File: src/hdl/amseq_pkg.sv
// ----------------------------------------------------------------------------
// amseq_pkg
// Shared types and constants for the appliance mode sequencer.
// ----------------------------------------------------------------------------
`default_nettype none

package amseq_pkg;

   typedef enum logic [2:0] {
      MODE_OFF   = 3'd0,
      MODE_IDLE  = 3'd1,
      MODE_BREW  = 3'd2,
      MODE_PUMP  = 3'd3,
      MODE_STEAM = 3'd4,
      MODE_FLUSH = 3'd5,
      MODE_RINSE = 3'd6,
      MODE_PANIC = 3'd7
   } mode_type;

   typedef enum logic [3:0] {
      OP_POWER_ON        = 4'd0,
      OP_POWER_OFF       = 4'd1,
      OP_PANIC           = 4'd2,
      OP_BREW_START      = 4'd3,
      OP_BREW_STOP       = 4'd4,
      OP_PUMP_START      = 4'd5,
      OP_PUMP_STOP       = 4'd6,
      OP_STEAM_START     = 4'd7,
      OP_STEAM_STOP      = 4'd8,
      OP_BACKFLUSH_START = 4'd9,
      OP_BACKFLUSH_STOP  = 4'd10,
      OP_RINSE_START     = 4'd11,
      OP_RINSE_STOP      = 4'd12,
      OP_TICK            = 4'd13
   } op_type;

   typedef enum logic [3:0] {
      NOTICE_NONE           = 4'd0,
      NOTICE_BREW_START     = 4'd1,
      NOTICE_BREW_STOP      = 4'd2,
      NOTICE_PUMP_START     = 4'd3,
      NOTICE_PUMP_STOP      = 4'd4,
      NOTICE_STEAM_START    = 4'd5,
      NOTICE_STEAM_STOP     = 4'd6,
      NOTICE_FLUSH_START    = 4'd7,
      NOTICE_FLUSH_STOP     = 4'd8,
      NOTICE_RINSE_START    = 4'd9,
      NOTICE_RINSE_STOP     = 4'd10
   } notice_type;

   // register indexes on the configuration port (byte address = 4 * index)
   localparam logic [2:0] REG_IDLE_SETPOINT  = 3'd0;
   localparam logic [2:0] REG_STEAM_SETPOINT = 3'd1;
   localparam logic [2:0] REG_STEAM_TIMEOUT  = 3'd2;
   localparam logic [2:0] REG_PUMP_LOW       = 3'd3;
   localparam logic [2:0] REG_PUMP_HIGH      = 3'd4;

   localparam int unsigned CSR_ADDR_W = 5;

   localparam logic [11:0] IDLE_SETPOINT_RESET  = 12'd0;
   localparam logic [11:0] STEAM_SETPOINT_RESET = 12'd0;
   localparam logic [19:0] STEAM_TIMEOUT_RESET  = 20'hFFFFF;
   localparam logic [7:0]  PUMP_LOW_RESET       = 8'd0;
   localparam logic [7:0]  PUMP_HIGH_RESET      = 8'd255;

   typedef struct packed {
      logic [11:0] idle_setpoint;
      logic [11:0] steam_setpoint;
      logic [19:0] steam_timeout_ticks;
      logic [7:0]  pump_low_power;
      logic [7:0]  pump_high_power;
   } cfg_type;

   typedef struct packed {
      mode_type    mode;
      logic [11:0] heater_setpoint;
      logic        valve_open;
      logic [7:0]  pump_power;
      notice_type  notice;
      logic [7:0]  panic_cause;
   } result_type;

endpackage

`default_nettype wire

File: src/hdl/amseq_csr.sv
// ----------------------------------------------------------------------------
// amseq_csr
// Configuration register file behind a simple APB-style port.
// ----------------------------------------------------------------------------
`default_nettype none

module amseq_csr
   import amseq_pkg::*;
(
   input  wire logic                  clock,
   input  wire logic                  reset,
   input  wire logic                  psel,
   input  wire logic                  penable,
   input  wire logic                  pwrite,
   input  wire logic [CSR_ADDR_W-1:0] paddr,
   input  wire logic [31:0]           pwdata,
   output      logic [31:0]           prdata,
   output      logic                  pready,
   output      cfg_type               cfg
);

   cfg_type     cfg_ff;
   cfg_type     cfg_in;
   logic        wr_en;
   logic [2:0]  reg_index;

   assign pready    = 1'b1;
   assign wr_en     = psel & penable & pwrite;
   assign reg_index = paddr[CSR_ADDR_W-1:2];

   always_comb begin
      cfg_in = cfg_ff;
      if (wr_en) begin
         unique case (reg_index)
            REG_IDLE_SETPOINT:  cfg_in.idle_setpoint       = pwdata[11:0];
            REG_STEAM_SETPOINT: cfg_in.steam_setpoint      = pwdata[11:0];
            REG_STEAM_TIMEOUT:  cfg_in.steam_timeout_ticks = pwdata[19:0];
            REG_PUMP_LOW:       cfg_in.pump_low_power      = pwdata[7:0];
            REG_PUMP_HIGH:      cfg_in.pump_high_power     = pwdata[7:0];
            default:            cfg_in = cfg_ff;
         endcase
      end
   end

   always_ff @(posedge clock) begin
      if (reset) begin
         cfg_ff.idle_setpoint       <= IDLE_SETPOINT_RESET;
         cfg_ff.steam_setpoint      <= STEAM_SETPOINT_RESET;
         cfg_ff.steam_timeout_ticks <= STEAM_TIMEOUT_RESET;
         cfg_ff.pump_low_power      <= PUMP_LOW_RESET;
         cfg_ff.pump_high_power     <= PUMP_HIGH_RESET;
      end else begin
         cfg_ff <= cfg_in;
      end
   end

   always_comb begin
      unique case (reg_index)
         REG_IDLE_SETPOINT:  prdata = {20'd0, cfg_ff.idle_setpoint};
         REG_STEAM_SETPOINT: prdata = {20'd0, cfg_ff.steam_setpoint};
         REG_STEAM_TIMEOUT:  prdata = {12'd0, cfg_ff.steam_timeout_ticks};
         REG_PUMP_LOW:       prdata = {24'd0, cfg_ff.pump_low_power};
         REG_PUMP_HIGH:      prdata = {24'd0, cfg_ff.pump_high_power};
         default:            prdata = 32'd0;
      endcase
   end

   assign cfg = cfg_ff;

endmodule

`default_nettype wire

File: src/hdl/amseq_fsm.sv
// ----------------------------------------------------------------------------
// amseq_fsm
// Mode state machine: holds mode, outputs and steam timer, and works out the
// state after one event or tick.
// ----------------------------------------------------------------------------
`default_nettype none

module amseq_fsm
   import amseq_pkg::*;
(
   input  wire logic       clock,
   input  wire logic       reset,
   input  wire logic       step,
   input  wire logic [3:0] operation,
   input  wire logic [7:0] fault_code,
   input  wire cfg_type    cfg,
   output      result_type result_in
);

   mode_type    mode_ff,     mode_in;
   logic [11:0] setpoint_ff, setpoint_in;
   logic        valve_ff,    valve_in;
   logic [7:0]  pump_ff,     pump_in;
   logic [19:0] ticks_ff,    ticks_in;
   logic [7:0]  cause_ff,    cause_in;

   logic        do_move;
   mode_type    target;
   notice_type  leave_notice;
   notice_type  enter_notice;

   // work mode of a start/stop event
   function automatic mode_type work_mode(input op_type op);
      mode_type m;
      begin
         unique case (op)
            OP_BREW_START, OP_BREW_STOP:           m = MODE_BREW;
            OP_PUMP_START, OP_PUMP_STOP:           m = MODE_PUMP;
            OP_STEAM_START, OP_STEAM_STOP:         m = MODE_STEAM;
            OP_BACKFLUSH_START, OP_BACKFLUSH_STOP: m = MODE_FLUSH;
            OP_RINSE_START, OP_RINSE_STOP:         m = MODE_RINSE;
            default:                               m = MODE_IDLE;
         endcase
         return m;
      end
   endfunction

   always_comb begin
      do_move      = 1'b0;
      target       = mode_ff;
      cause_in     = cause_ff;
      ticks_in     = ticks_ff;
      setpoint_in  = setpoint_ff;
      valve_in     = valve_ff;
      pump_in      = pump_ff;
      leave_notice = NOTICE_NONE;
      enter_notice = NOTICE_NONE;

      unique case (op_type'(operation))
         OP_PANIC: begin
            cause_in = fault_code;
            do_move  = 1'b1;
            target   = MODE_PANIC;
         end
         OP_POWER_OFF: begin
            do_move = (mode_ff != MODE_PANIC);
            target  = MODE_OFF;
         end
         OP_POWER_ON: begin
            do_move = (mode_ff == MODE_OFF) || (mode_ff == MODE_IDLE);
            target  = MODE_IDLE;
         end
         OP_TICK: begin
            if (mode_ff == MODE_STEAM) begin
               ticks_in = ticks_ff + 20'd1;
               do_move  = (ticks_in >= cfg.steam_timeout_ticks);
               target   = MODE_IDLE;
            end
         end
         OP_BREW_START, OP_PUMP_START, OP_STEAM_START, OP_BACKFLUSH_START,
         OP_RINSE_START: begin
            do_move = (mode_ff == MODE_IDLE);
            target  = work_mode(op_type'(operation));
         end
         OP_BREW_STOP, OP_PUMP_STOP, OP_STEAM_STOP, OP_BACKFLUSH_STOP,
         OP_RINSE_STOP: begin
            do_move = (mode_ff == work_mode(op_type'(operation)));
            target  = MODE_IDLE;
         end
         default: begin
            do_move = 1'b0;
         end
      endcase

      if (do_move) begin
         // leave the current mode
         unique case (mode_ff)
            MODE_BREW: begin
               valve_in     = 1'b0;
               pump_in      = cfg.pump_low_power;
               leave_notice = NOTICE_BREW_STOP;
            end
            MODE_PUMP: begin
               pump_in      = cfg.pump_low_power;
               leave_notice = NOTICE_PUMP_STOP;
            end
            MODE_STEAM: leave_notice = NOTICE_STEAM_STOP;
            MODE_FLUSH: leave_notice = NOTICE_FLUSH_STOP;
            MODE_RINSE: leave_notice = NOTICE_RINSE_STOP;
            default:    leave_notice = NOTICE_NONE;
         endcase
         // enter the target mode
         unique case (target)
            MODE_IDLE: begin
               valve_in    = 1'b0;
               setpoint_in = cfg.idle_setpoint;
            end
            MODE_BREW: begin
               valve_in     = 1'b1;
               enter_notice = NOTICE_BREW_START;
            end
            MODE_PUMP: begin
               pump_in      = cfg.pump_high_power;
               enter_notice = NOTICE_PUMP_START;
            end
            MODE_STEAM: begin
               setpoint_in  = cfg.steam_setpoint;
               ticks_in     = 20'd0;
               enter_notice = NOTICE_STEAM_START;
            end
            MODE_FLUSH: enter_notice = NOTICE_FLUSH_START;
            MODE_RINSE: enter_notice = NOTICE_RINSE_START;
            default: begin
               setpoint_in = 12'd0;
               valve_in    = 1'b0;
            end
         endcase
      end

      mode_in = do_move ? target : mode_ff;

      result_in.mode            = mode_in;
      result_in.heater_setpoint = setpoint_in;
      result_in.valve_open      = valve_in;
      result_in.pump_power      = pump_in;
      result_in.notice          = notice_type'(leave_notice | enter_notice);
      result_in.panic_cause     = cause_in;
   end

   always_ff @(posedge clock) begin
      if (reset) begin
         mode_ff     <= MODE_OFF;
         setpoint_ff <= 12'd0;
         valve_ff    <= 1'b0;
         pump_ff     <= PUMP_LOW_RESET;
         ticks_ff    <= 20'd0;
         cause_ff    <= 8'd0;
      end else if (step) begin
         mode_ff     <= mode_in;
         setpoint_ff <= setpoint_in;
         valve_ff    <= valve_in;
         pump_ff     <= pump_in;
         ticks_ff    <= ticks_in;
         cause_ff    <= cause_in;
      end
   end

endmodule

`default_nettype wire

File: src/hdl/appliance_mode_sequencer_core.sv
// ----------------------------------------------------------------------------
// appliance_mode_sequencer_core
// Espresso controller mode sequencer: events and ticks in, mode and actuator
// settings out, one result word per input word.
// ----------------------------------------------------------------------------
// Takes one event or tick word per clock unless rsp_ready holds it back, and
// returns one result word for each, in order. A word waits in the input
// register and the mode state is updated as it moves into the result register,
// which presents the result until rsp_ready takes it; throughput is one word
// per cycle while rsp_ready keeps up, set by the combinational state update
// between the two registers. req_ready follows rsp_ready combinationally when
// both registers are full. Configuration registers sit at byte addresses 0, 4,
// 8, 12 and 16 and take effect when a mode is entered or left (the steam
// timeout on each steam tick); write them only while no word is in flight.
`default_nettype none

module appliance_mode_sequencer_core
   import amseq_pkg::*;
(
   input  wire logic                  clock,
   input  wire logic                  reset,
   // event channel
   input  wire logic                  req_valid,
   output      logic                  req_ready,
   input  wire logic [3:0]            req_operation,
   input  wire logic [7:0]            req_fault_code,
   // result channel
   output      logic                  rsp_valid,
   input  wire logic                  rsp_ready,
   output      logic [2:0]            rsp_mode,
   output      logic [11:0]           rsp_heater_setpoint,
   output      logic                  rsp_valve_open,
   output      logic [7:0]            rsp_pump_power,
   output      logic [3:0]            rsp_notice,
   output      logic [7:0]            rsp_panic_cause,
   // configuration port
   input  wire logic                  psel,
   input  wire logic                  penable,
   input  wire logic                  pwrite,
   input  wire logic [CSR_ADDR_W-1:0] paddr,
   input  wire logic [31:0]           pwdata,
   output      logic [31:0]           prdata,
   output      logic                  pready
);

   cfg_type     cfg;
   result_type  result_in;
   result_type  rsp_ff;
   logic        rsp_valid_ff;
   logic        req_valid_ff;
   logic [3:0]  op_ff;
   logic [7:0]  fault_ff;
   logic        step;
   logic        accept;

   amseq_csr u_csr (
      .clock   (clock),
      .reset   (reset),
      .psel    (psel),
      .penable (penable),
      .pwrite  (pwrite),
      .paddr   (paddr),
      .pwdata  (pwdata),
      .prdata  (prdata),
      .pready  (pready),
      .cfg     (cfg)
   );

   // advance the held word when the result register is free or draining
   assign step      = req_valid_ff & (~rsp_valid_ff | rsp_ready);
   assign req_ready = ~req_valid_ff | step;
   assign accept    = req_valid & req_ready;

   amseq_fsm u_fsm (
      .clock      (clock),
      .reset      (reset),
      .step       (step),
      .operation  (op_ff),
      .fault_code (fault_ff),
      .cfg        (cfg),
      .result_in  (result_in)
   );

   always_ff @(posedge clock) begin
      if (reset) begin
         req_valid_ff <= 1'b0;
      end else if (req_ready) begin
         req_valid_ff <= req_valid;
      end
   end

   always_ff @(posedge clock) begin
      if (accept) begin
         op_ff    <= req_operation;
         fault_ff <= req_fault_code;
      end
   end

   always_ff @(posedge clock) begin
      if (reset) begin
         rsp_valid_ff <= 1'b0;
      end else if (step) begin
         rsp_valid_ff <= 1'b1;
      end else if (rsp_ready) begin
         rsp_valid_ff <= 1'b0;
      end
   end

   always_ff @(posedge clock) begin
      if (step) begin
         rsp_ff <= result_in;
      end
   end

   assign rsp_valid           = rsp_valid_ff;
   assign rsp_mode            = rsp_ff.mode;
   assign rsp_heater_setpoint = rsp_ff.heater_setpoint;
   assign rsp_valve_open      = rsp_ff.valve_open;
   assign rsp_pump_power      = rsp_ff.pump_power;
   assign rsp_notice          = rsp_ff.notice;
   assign rsp_panic_cause     = rsp_ff.panic_cause;

   a_step_gives_result: assert property (@(posedge clock) disable iff (reset)
      step |=> rsp_valid_ff)
      else $error("result register not loaded after a step");

   a_valve_only_brewing: assert property (@(posedge clock) disable iff (reset)
      rsp_valid_ff |-> (rsp_ff.valve_open == (rsp_ff.mode == MODE_BREW)))
      else $error("brew valve state disagrees with mode");

   a_cold_when_off: assert property (@(posedge clock) disable iff (reset)
      (rsp_valid_ff && (rsp_ff.mode == MODE_OFF || rsp_ff.mode == MODE_PANIC))
      |-> (rsp_ff.heater_setpoint == 12'd0))
      else $error("heater setpoint not zero in off or panic");

endmodule

`default_nettype wire
File: config.mk
export PLATFORM = sky130hd
export DESIGN_NAME = appliance_mode_sequencer_core
export DESIGN_NICKNAME = d
export VERILOG_FILES = /design/src/hdl/amseq_pkg.sv /design/src/hdl/amseq_csr.sv /design/src/hdl/amseq_fsm.sv /design/src/hdl/appliance_mode_sequencer_core.sv
export SDC_FILE = /design/constraint.sdc
export NUM_CORES = 1
export LEC_CHECK = 0
export BUFFER_PORTS_ARGS = -buffer_cell sky130_fd_sc_hd__buf_2
export CAP_MARGIN = 10
export CORE_ASPECT_RATIO = 1.5
export CORE_MARGIN = 3
export CORE_UTILIZATION = 25
export CTS_CLUSTER_SIZE = 14
export DETAILED_ROUTE_END_ITERATION = 16
export PLACE_DENSITY = 0.48
export SLEW_MARGIN = 0
export SYNTH_ARGS = -nofsm -noshare
export SYNTH_HDL_FRONTEND = slang
export SYNTH_HIERARCHICAL = 1
export SYNTH_SLANG_ARGS = --single-unit
File: constraint.sdc
create_clock -name clock -period 7.3 [get_ports clock]
set_input_delay 2.19 -clock clock [delete_from_list [all_inputs] [get_ports clock]]
set_output_delay 2.19 -clock clock [all_outputs]
set_load 0.005 [all_outputs]
Word-level counts from Yosys, hierarchy flattened
Memories as Yosys holds them, arrays and structs flattened. A register that Yosys moved wholly into a read port is not among the register bits.
Index checks and enable logic that the tools add are counted.
{"block": "totals", "regBits": 162, "mem_bits_ro": 96, "out_inout_bits": 71, "word_cells": 109, "mem_count": 2}
{"block": "op_classes", "add_sub_neg": 1, "order_cmp": 1, "n_eq_ne": 31, "n_mux": 28, "n_bitwise": 9, "n_reduce_logical": 16}
{"memory": "(no name shown)", "depth": 16, "word_bits": 3, "rd": 1, "rd_ports_with_merged_regs": 1, "write_ports": 0, "line_no": "amseq_fsm.sv:36", "text": "unique case (op)"}
{"memory": "(no name shown)", "depth": 16, "word_bits": 3, "rd": 1, "rd_ports_with_merged_regs": 1, "write_ports": 0, "line_no": "amseq_fsm.sv:36"}
{"cell": "$pmux 20 s5", "count": 1}
{"cell": "$mux 20", "count": 4}
{"cell": "$pmux 4 s5", "count": 2}
{"cell": "$pmux 12 s3", "count": 1}
{"cell": "$mux 8", "count": 4}
{"cell": "$eq 4x4->1 const B", "count": 6}
{"cell": "$eq 3x3->1 const B", "count": 7}
{"cell": "$add 20x1->20 const B", "count": 1}
{"cell": "$ge 20x20->1", "count": 1}
{"cell": "$eq 3x2->1 const B", "count": 6}
{"cell": "$eq 4x3->1 const B", "count": 4}
{"cell": "$mux 4", "count": 4}
{"cell": "$pmux 3 s5", "count": 1}
{"cell": "$mux 12", "count": 1}
{"cell": "$reduce_and 2->1", "count": 5}
{"cell": "$reduce_or 5->1", "count": 2}
{"cell": "$eq 3x1->1 const B", "count": 3}
{"cell": "$mux 3", "count": 3}
{"cell": "$eq 4x2->1 const B", "count": 2}
{"cell": "$reduce_or 4->1", "count": 2}
{"cell": "$logic_not 3->1", "count": 2}
{"cell": "$pmux 1 s6", "count": 1}
{"cell": "$reduce_or 6->1", "count": 1}
{"cell": "$mux 1", "count": 5}
{"cell": "other kinds (12)", "count": 17}

Logic depth before layout (Yosys ltp)
Gate-level depths: netlist of run 1.
{"block": "depth", "depth_word": 7, "mapped_depth": 16}

Modules after synthesis
Netlist of run 1, hierarchy kept.
{"mod": "amseq_fsm", "n_inst": 1, "cells_per_inst": 523, "area_per_inst_um2": 4113.9}
{"mod": "amseq_csr", "n_inst": 1, "cells_per_inst": 322, "area_per_inst_um2": 3069.2}
{"mod": "appliance_mode_sequencer_core", "n_inst": 1, "cells_per_inst": 58, "area_per_inst_um2": 1545.2}

Least setup slack after synthesis of run 1
OpenSTA, ideal clock, no wires.
{"block": "synth_path", "path_kind": "in2out", "startpoint": "input paddr[3]", "endpoint": "output prdata[1]", "arrival_time_ns": 3.154, "setup_slack_ns": 1.956, "stages": 4, "n_path_buf": 2, "cell_sequence": "buf_2 -> buf_6 -> mux2_2 -> a221o_1"}
{"block": "synth_between", "elab_chain_len": 2, "word_cells_on_any_way": 6}
{"item": "start: declaration", "line_no": "appliance_mode_sequencer_core.sv:40", "text": "input wire logic [CSR_ADDR_W-1:0] paddr,"}
{"item": "$eq 3x3->1 (tied with other cells)", "line_no": "amseq_csr.sv:58", "text": "unique case (reg_index)"}
{"item": "$pmux 20 s5 *", "line_no": "amseq_csr.sv:58"}
{"item": "end: declaration", "line_no": "appliance_mode_sequencer_core.sv:42", "text": "output logic [31:0] prdata,"}
Mark *: on every way between the ends. The rest lies on a longest branch, timed or not.

Final worst setup path of run 1
{"block": "layout_path", "startpoint": "input paddr[3]", "endpoint": "output prdata[7]"}
Same word-level chain as after synthesis.

==> key figures, run 1 <==
Timing
  – Setup TNS: 0 ns
  – Period utilization: 81.73%
  – Clock skew: 0.01344 ns
  – Max-slew violation count: 0
  – Worst-Margin Slew: 0.9793 ns
  – F_max: 0.1676 GHz
  – Final Critical Period: 5.966 ns
  – Final Hold Viols: 0
  – Unrepaired setup endpoints after global routing: false
  – Final setup fails: 0
  – Relative slew slack: 34.72%

Run
  – Max cap viols: 0

Worst setup path
  – CP Data Arrival Time: 3.78 ns
  – Worst reg2reg path depth: 14
  – RR Startpoint: u_fsm/ticks_ff[0]
  – CP peak stage delay: 0.69 ns
  – Setup slack, reg-to-reg: 2.30 ns
  – Crit path launch type: input pin
  – CP Capture Type: output pin
  – Required time at the worst-slack endpoint: 5.11 ns
  – CP max FO: 35
  – Worst path most repeated cell: buf_2
  – CP Class: in -> out
  – CP cell instances: buf_2 > mux2_2 > a221o_1 > buf_2
  – Worst r2r dst: u_fsm/ticks_ff[8]
  – Slowest CP cell: buf_2

Route
  – Wire per inst: 15.67 um
  – Drt first-iter violations: 383
  – Vias per cell: 4.529
  – Via count: 6531
  – Final WL: 22590 um
  – ANT nets after route: 0
  – DR pass1 iterations: 6
  – Residual DRC: 0

Logic synthesis
  – Sequential area share after synthesis: 42.66%
  – Syn Inst Count: 903
  – Yosys warns: 6
  – Leading area contributor after synthesis: dfxtp_1
  – Post-synthesis register bit count: 162
  – Synth cell types: 78
  – Number of synthesized flops with an enable pin: 48
  – Top-area cell type share of the netlist area: 26.15%
  – Synth area leaders: dfxtp_1 (26%), edfxtp_1 (17%), mux2i_1 (8.9%)
  – Ys async rst share: 0%
  – Top_reg_cell synth: dfxtp_1
  – Top-count cell post-synth: nor2_1
  – Syn Area/Cell: 9.666 um^2
  – Netlist Area Pre-Place: 8728 um^2
  – Post-synth top cells: nor2_1 (153), dfxtp_1 (114), mux2i_1 (78)

Power
  – Internal: 1.476 mW
  – Clock share of power: 41.4%
  – Static leakage: 4.089 nW
  – Pwr dens: 202.2 nW/um^2
  – Comb pwr share: 10.5%
  – Seq pwr share: 48.1%
  – Pwr Total: 2.019 mW
  – Switch share: 26.89%
  – Switching power total: 0.5429 mW
  – VDD IR max: 0.1697 mV

Layout
  – Share of layout cells above drive strength 1: 19.08%
  – P&R area growth vs syn: 14.45%
  – Register area: 3724 um^2
  – Fill cells: 3603
  – Final nets: 1044
  – Multi-input gate area: 4486 um^2
  – # diodes: 0

GRT
  – Initial antenna violation count: 0
  – GRT Util Overall: 12.34%
  – First-pass GRT wire length: 36150 um
  – GRT overflow: 0
  – Vias in the first global route: 6398
  – Largest net degree at the start of global routing: 78

Floorplan
  – IO Pins: 127
  – Core footprint: 34370 um^2
  – Die Area: 37240 um^2
  – Die Span Y: 234.8 um
  – # rows: 83
  – Die extent in x: 158.6 um
  – Initial core utilization: 25.39%

Hold path
  – Worst Hold Launch: u_fsm/cause_ff[2]
  – Worst hold-check path type: reg -> reg
  – Hold Crit Depth: 2
  – Hold Path End: u_fsm/cause_ff[2]

Clock tree
  – H-tree depth: 4
  – Worst skew pair latency: 0.44 ns
  – Worst-path clk slew: 0.07 ns
  – Clk root buf: clkbuf_16
  – CTS-repair resized insts: 0
  – CTS Sinks: 162
  – CTS tree: yes
  – Clock buffer depth: 2
  – Post-CTS Hold Buffers: 0
  – CTS Buf Count: 17
  – Post-CTS setup buffers: 0

Placed design
  – Post-DP HPWL: 16050 um
  – PortBufs: 99
  – Final GP Congestion: 0.7969

Status
  – Status: finished clean
==> how the worst max path moves through the flow <==
stage              from        end  cells after the start  slack [ns]
2_1_floorplan  paddr[3]  prdata[1]                      4        1.96
3_3_place_gp   paddr[3]  prdata[3]                      4        1.30
3_5_place_dp   paddr[3]  prdata[3]                      4        1.30
4_1_cts        paddr[3]  prdata[3]                      4        1.30
5_1_grt        paddr[3]  prdata[7]                      4        1.26
6_report       paddr[3]  prdata[7]                      4        1.33
==> registers in the layout (all words and copies together), names as in the netlist <==
name	flops
u_fsm/mode_ff	3
rsp_panic_cause	8
fault_ff	8
rsp_mode	3
u_fsm/ticks_ff	20
rsp_valve_open	1
u_csr/cfg	60
u_fsm/pump_ff	8
u_fsm/setpoint_ff	12
rsp_valid	1
rsp_notice	4
rsp_heater_setpoint	12
u_fsm/valve_ff	1
u_fsm/cause_ff	8
req_valid_ff	1
op_ff	4
rsp_pump_power	8
==> area by class of cell <==
cell class	count	share of cell area (%)
Clock buffer	20	4.371
Tap cell	467	5.849
Sequential cell	162	37.27
Inverter	28	1.052
Timing Repair Buffer	106	5.511
Multi-Input combinational cell	647	44.90
Clock inverter	12	1.040
==> cell families (layout without fill, tap and decap cells) <==
group | Yosys count | after routing | share of synthesized area [%]
AND/OR/NAND/NOR | 319 | 319 | 18.39
flip-flops | 162 | 162 | 42.66
AO/OA/AOI/OAI | 159 | 159 | 14.05
buffers and inverters | 105 | 166 | 6.580
multiplexers | 90 | 90 | 10.49
XOR/XNOR | 40 | 40 | 4.014
adder cells (fa/ha/maj) | 26 | 26 | 3.727
other | 2 | 13 | 0.08604
==> metrics by stage <==
step / instances / cell area, um^2 / worst slack [ns] / hold WS (ns) / utilization, %
floorplan: 914 / 8770 / 1.956 / 0.4488 / -
CTS: 1441 / 9982 / 1.295 / 0.4803 / 29.04
global placement: 1409 / 9442 / 1.297 / 0.4608 / 27.47
finish: 1442 / 9990 / 1.334 / 0.4814 / 29.06
detailed placement: 1409 / 9442 / 1.298 / 0.4680 / 27.47
global route: 1442 / 9990 / 1.262 / 0.4864 / 29.06
==> per-layer routing <==
metal  share of wire, %  GRT usage (%)  wire (um)  vias to the layer above
met5                  0              0          0                        -
met4                1.9          4.096        418                        0
met3                3.8          2.746        861                       21
met2                 48          20.14      10950                      158
met1                 46          16.02      10360                     3104
li1                   -              -          -                     3248
==> critical path: cells and delay by family <==
| kind | cells | cell delay, ns |
|---|---|---|
| buffers and inverters | 2 | 0.82 |
| muxes | 1 | 0.42 |
| AOI/OAI and AO/OA | 1 | 0.33 |
==> cell usage in the layout (no fill, tap or decap), types with 5 or more instances in the layout <==
cell | synthesis | routed
mux2_2 | 12 | 12
xnor2_1 | 20 | 20
a2bb2oi_2 | 7 | 7
buf_2 | 18 | 98
a22oi_1 | 12 | 12
ha_1 | 26 | 26
o21a_1 | 8 | 8
mux2i_1 | 78 | 78
nor2_1 | 153 | 153
nand2b_1 | 49 | 49
nor3_1 | 15 | 15
a22o_1 | 14 | 14
nand3_1 | 10 | 10
nor2b_1 | 5 | 5
inv_1 | 28 | 28
buf_4 | 21 | 8
o21ai_2 | 7 | 7
xor2_1 | 20 | 20
a211oi_1 | 21 | 21
a21oi_1 | 37 | 37
and2_1 | 5 | 5
nand4_1 | 7 | 7
and3_1 | 11 | 11
conb_1 | 2 | 13
nand2_1 | 32 | 32
clkbuf_16 | 0 | 17
edfxtp_1 | 48 | 48
o21ai_0 | 10 | 10
dfxtp_1 | 114 | 114
==> power groups by stage <==
| stage | logic, mW | clock network (mW) | registers (mW) |
|---|---|---|---|
| 2_1_floorplan | 0.156 | 0 | 0.986 |
| 3_3_place_gp | 0.212 | 0 | 0.991 |
| 3_5_place_dp | 0.214 | 0 | 0.991 |
| 4_1_cts | 0.214 | 0.867 | 0.971 |
| 5_1_grt | 0.237 | 0.901 | 0.974 |
| 6_report | 0.213 | 0.835 | 0.971 |
Power figures use the tool's default switching activity.
==> run 2, diff against run 1 <==
- PLACE_DENSITY: 0.48 -> 0.5
- clock period: 7.3 -> 5.3 ns (I/O delays scaled with it)
==> key figures, run 2 (synthesis results as in run 1) <==
Clock tree
  – Worst skew pair latency: 0.44 ns
  – CTS Buf Count: 17
  – H-tree depth: 4
  – CTS-repair resized insts: 0
  – Clk root buf: clkbuf_16
  – CTS tree: yes
  – Worst-path clk slew: 0.06 ns
  – Post-CTS setup buffers: 0
  – CTS Sinks: 162
  – Clock buffer depth: 2
  – Post-CTS Hold Buffers: 0

Status
  – Status: finished clean

Worst setup path
  – Required time at the worst-slack endpoint: 3.71 ns
  – CP Data Arrival Time: 3.04 ns
  – CP max FO: 24
  – Worst path buffer plus inverter count: 3
  – RR Startpoint: u_fsm/ticks_ff[2]
  – CP Class: in -> out
  – CP peak stage delay: 0.53 ns
  – Slowest CP cell: buf_2
  – Crit path launch type: input pin
  – Family with the most delay on the worst path: buffers and inverters
  – CP cell instances: buf_2 > buf_4 > mux2i_1 > a2bb2oi_1 > nor2_1 > buf_2
  – CP Capture Type: output pin
  – CP startpoint: paddr[3]
  – Worst path most repeated cell: buf_2

Floorplan
  – Die extent in x: 158.6 um
  – # rows: 83
  – IO Pins: 127
  – Die Span Y: 234.8 um
  – Core footprint: 34370 um^2
  – Die Area: 37240 um^2
  – Initial core utilization: 25.39%

Route
  – Residual DRC: 0
  – ANT nets after route: 0
  – Vias per cell: 4.498
  – Via count: 6495
  – Final WL: 22180 um
  – DR pass1 iterations: 7
  – Drt first-iter violations: 417
  – Wire per inst: 15.36 um

Placed design
  – Post-DP HPWL: 15730 um
  – Final GP Congestion: 0.8086
  – PortBufs: 99

GRT
  – Initial antenna violation count: 0
  – Vias in the first global route: 6333
  – GRT Util Overall: 12.09%
  – Largest net degree at the start of global routing: 77
  – GRT overflow: 0
  – First-pass GRT wire length: 35370 um

Layout
  – Max FFs per register: 60
  – # diodes: 0
  – Fill cells: 3629
  – P&R area growth vs syn: 15.15%
  – Commonest non-fill, non-tap cell in the layout: nor2_1
  – Share of layout cells above drive strength 1: 19.24%
  – Final nets: 1046
  – Most frequent cells in the layout: nor2_1 (153), dfxtp_1 (114), buf_2 (98), mux2i_1 (78), nand2b_1 (49)

Timing
  – Unrepaired setup endpoints after global routing: false
  – Setup TNS: 0 ns
  – Final Hold Viols: 0
  – Clock skew: 0.01255 ns
  – Max-slew violation count: 0
  – F_max: 0.2162 GHz
  – Relative slew slack: 15.14%
  – Worst-Margin Slew: 1.270 ns
  – Final setup fails: 0
  – Period utilization: 87.27%
  – Final Critical Period: 4.625 ns
  – Hold slack final: 0.4777 ns

Hold path
  – Worst Hold Launch: u_fsm/cause_ff[1]
  – Worst hold-check path type: reg -> reg

Power
  – Pwr dens: 281.3 nW/um^2
  – Static leakage: 4.115 nW
  – VDD IR max: 0.2396 mV

Run
  – Max cap viols: 0
==> run 2: worst register-to-register path: cells and delay by family, from the launching register on <==
family	cells	cell delay, ns
XOR/XNOR	1	0.09
AND/OR/NAND/NOR	7	2.08
buffers and inverters	1	0.44
adder cells (fa/ha/maj)	1	0.31
flip-flops	1	0.40
AO/OA/AOI/OAI	5	0.96
==> run 2: area by class of cell <==
type                            instances  area, um^2  share of cell area [%]
Clock inverter                         13       128.9                   1.282
Tap cell                              467       584.3                   5.814
Multi-Input combinational cell        647        4486                   44.63
Timing Repair Buffer                  108       590.6                   5.876
Sequential cell                       162        3724                   37.05
Clock buffer                           19       432.9                   4.307
Inverter                               28       105.1                   1.046
==> run 2: worst paths after layout <==
kind / endpoint / slack (ns) / cells past startpoint
worst min-delay path: u_fsm/cause_ff[1] / 0.48 / 2
worst min register to register: u_fsm/cause_ff[1] / 0.48 / 2
worst max register to register: u_fsm/pump_ff[1] / 0.94 / 15
worst max-delay path: prdata[8] / 0.67 / 6
==> run 2: per-layer routing <==
metal / GRT usage, % / vias to the layer above / part of all wire, %
li1: - / 3265 / -
met1: 15.94 / 3062 / 45
met2: 19.24 / 141 / 48
met3: 2.377 / 27 / 4.3
met4: 4.905 / 0 / 2.6
met5: 0 / - / 0
==> run 2: power by group <==
| part | switching, mW | leakage, nW | internal (mW) | total, mW |
|---|---|---|---|---|
| sequential | 0.0222 | 1.39 | 1.32 | 1.34 |
| combinational | 0.181 | 2.47 | 0.112 | 0.293 |
| clock | 0.541 | 0.258 | 0.655 | 1.20 |
==> run 2: per-stage QoR <==
| step | setup slack (ns) | power, mW | instances | utilization (%) | cell area, um^2 |
|---|---|---|---|---|---|
| after floorplan | 1.156 | 1.573 | 914 | - | 8770 |
| after global placement | 0.6344 | 1.659 | 1412 | 27.61 | 9489 |
| after detailed placement | 0.6389 | 1.662 | 1412 | 27.61 | 9489 |
| after CTS | 0.6325 | 2.874 | 1444 | 29.24 | 10050 |
| after global routing | 0.5188 | 2.942 | 1444 | 29.24 | 10050 |
| final | 0.6749 | 2.827 | 1444 | 29.24 | 10050 |
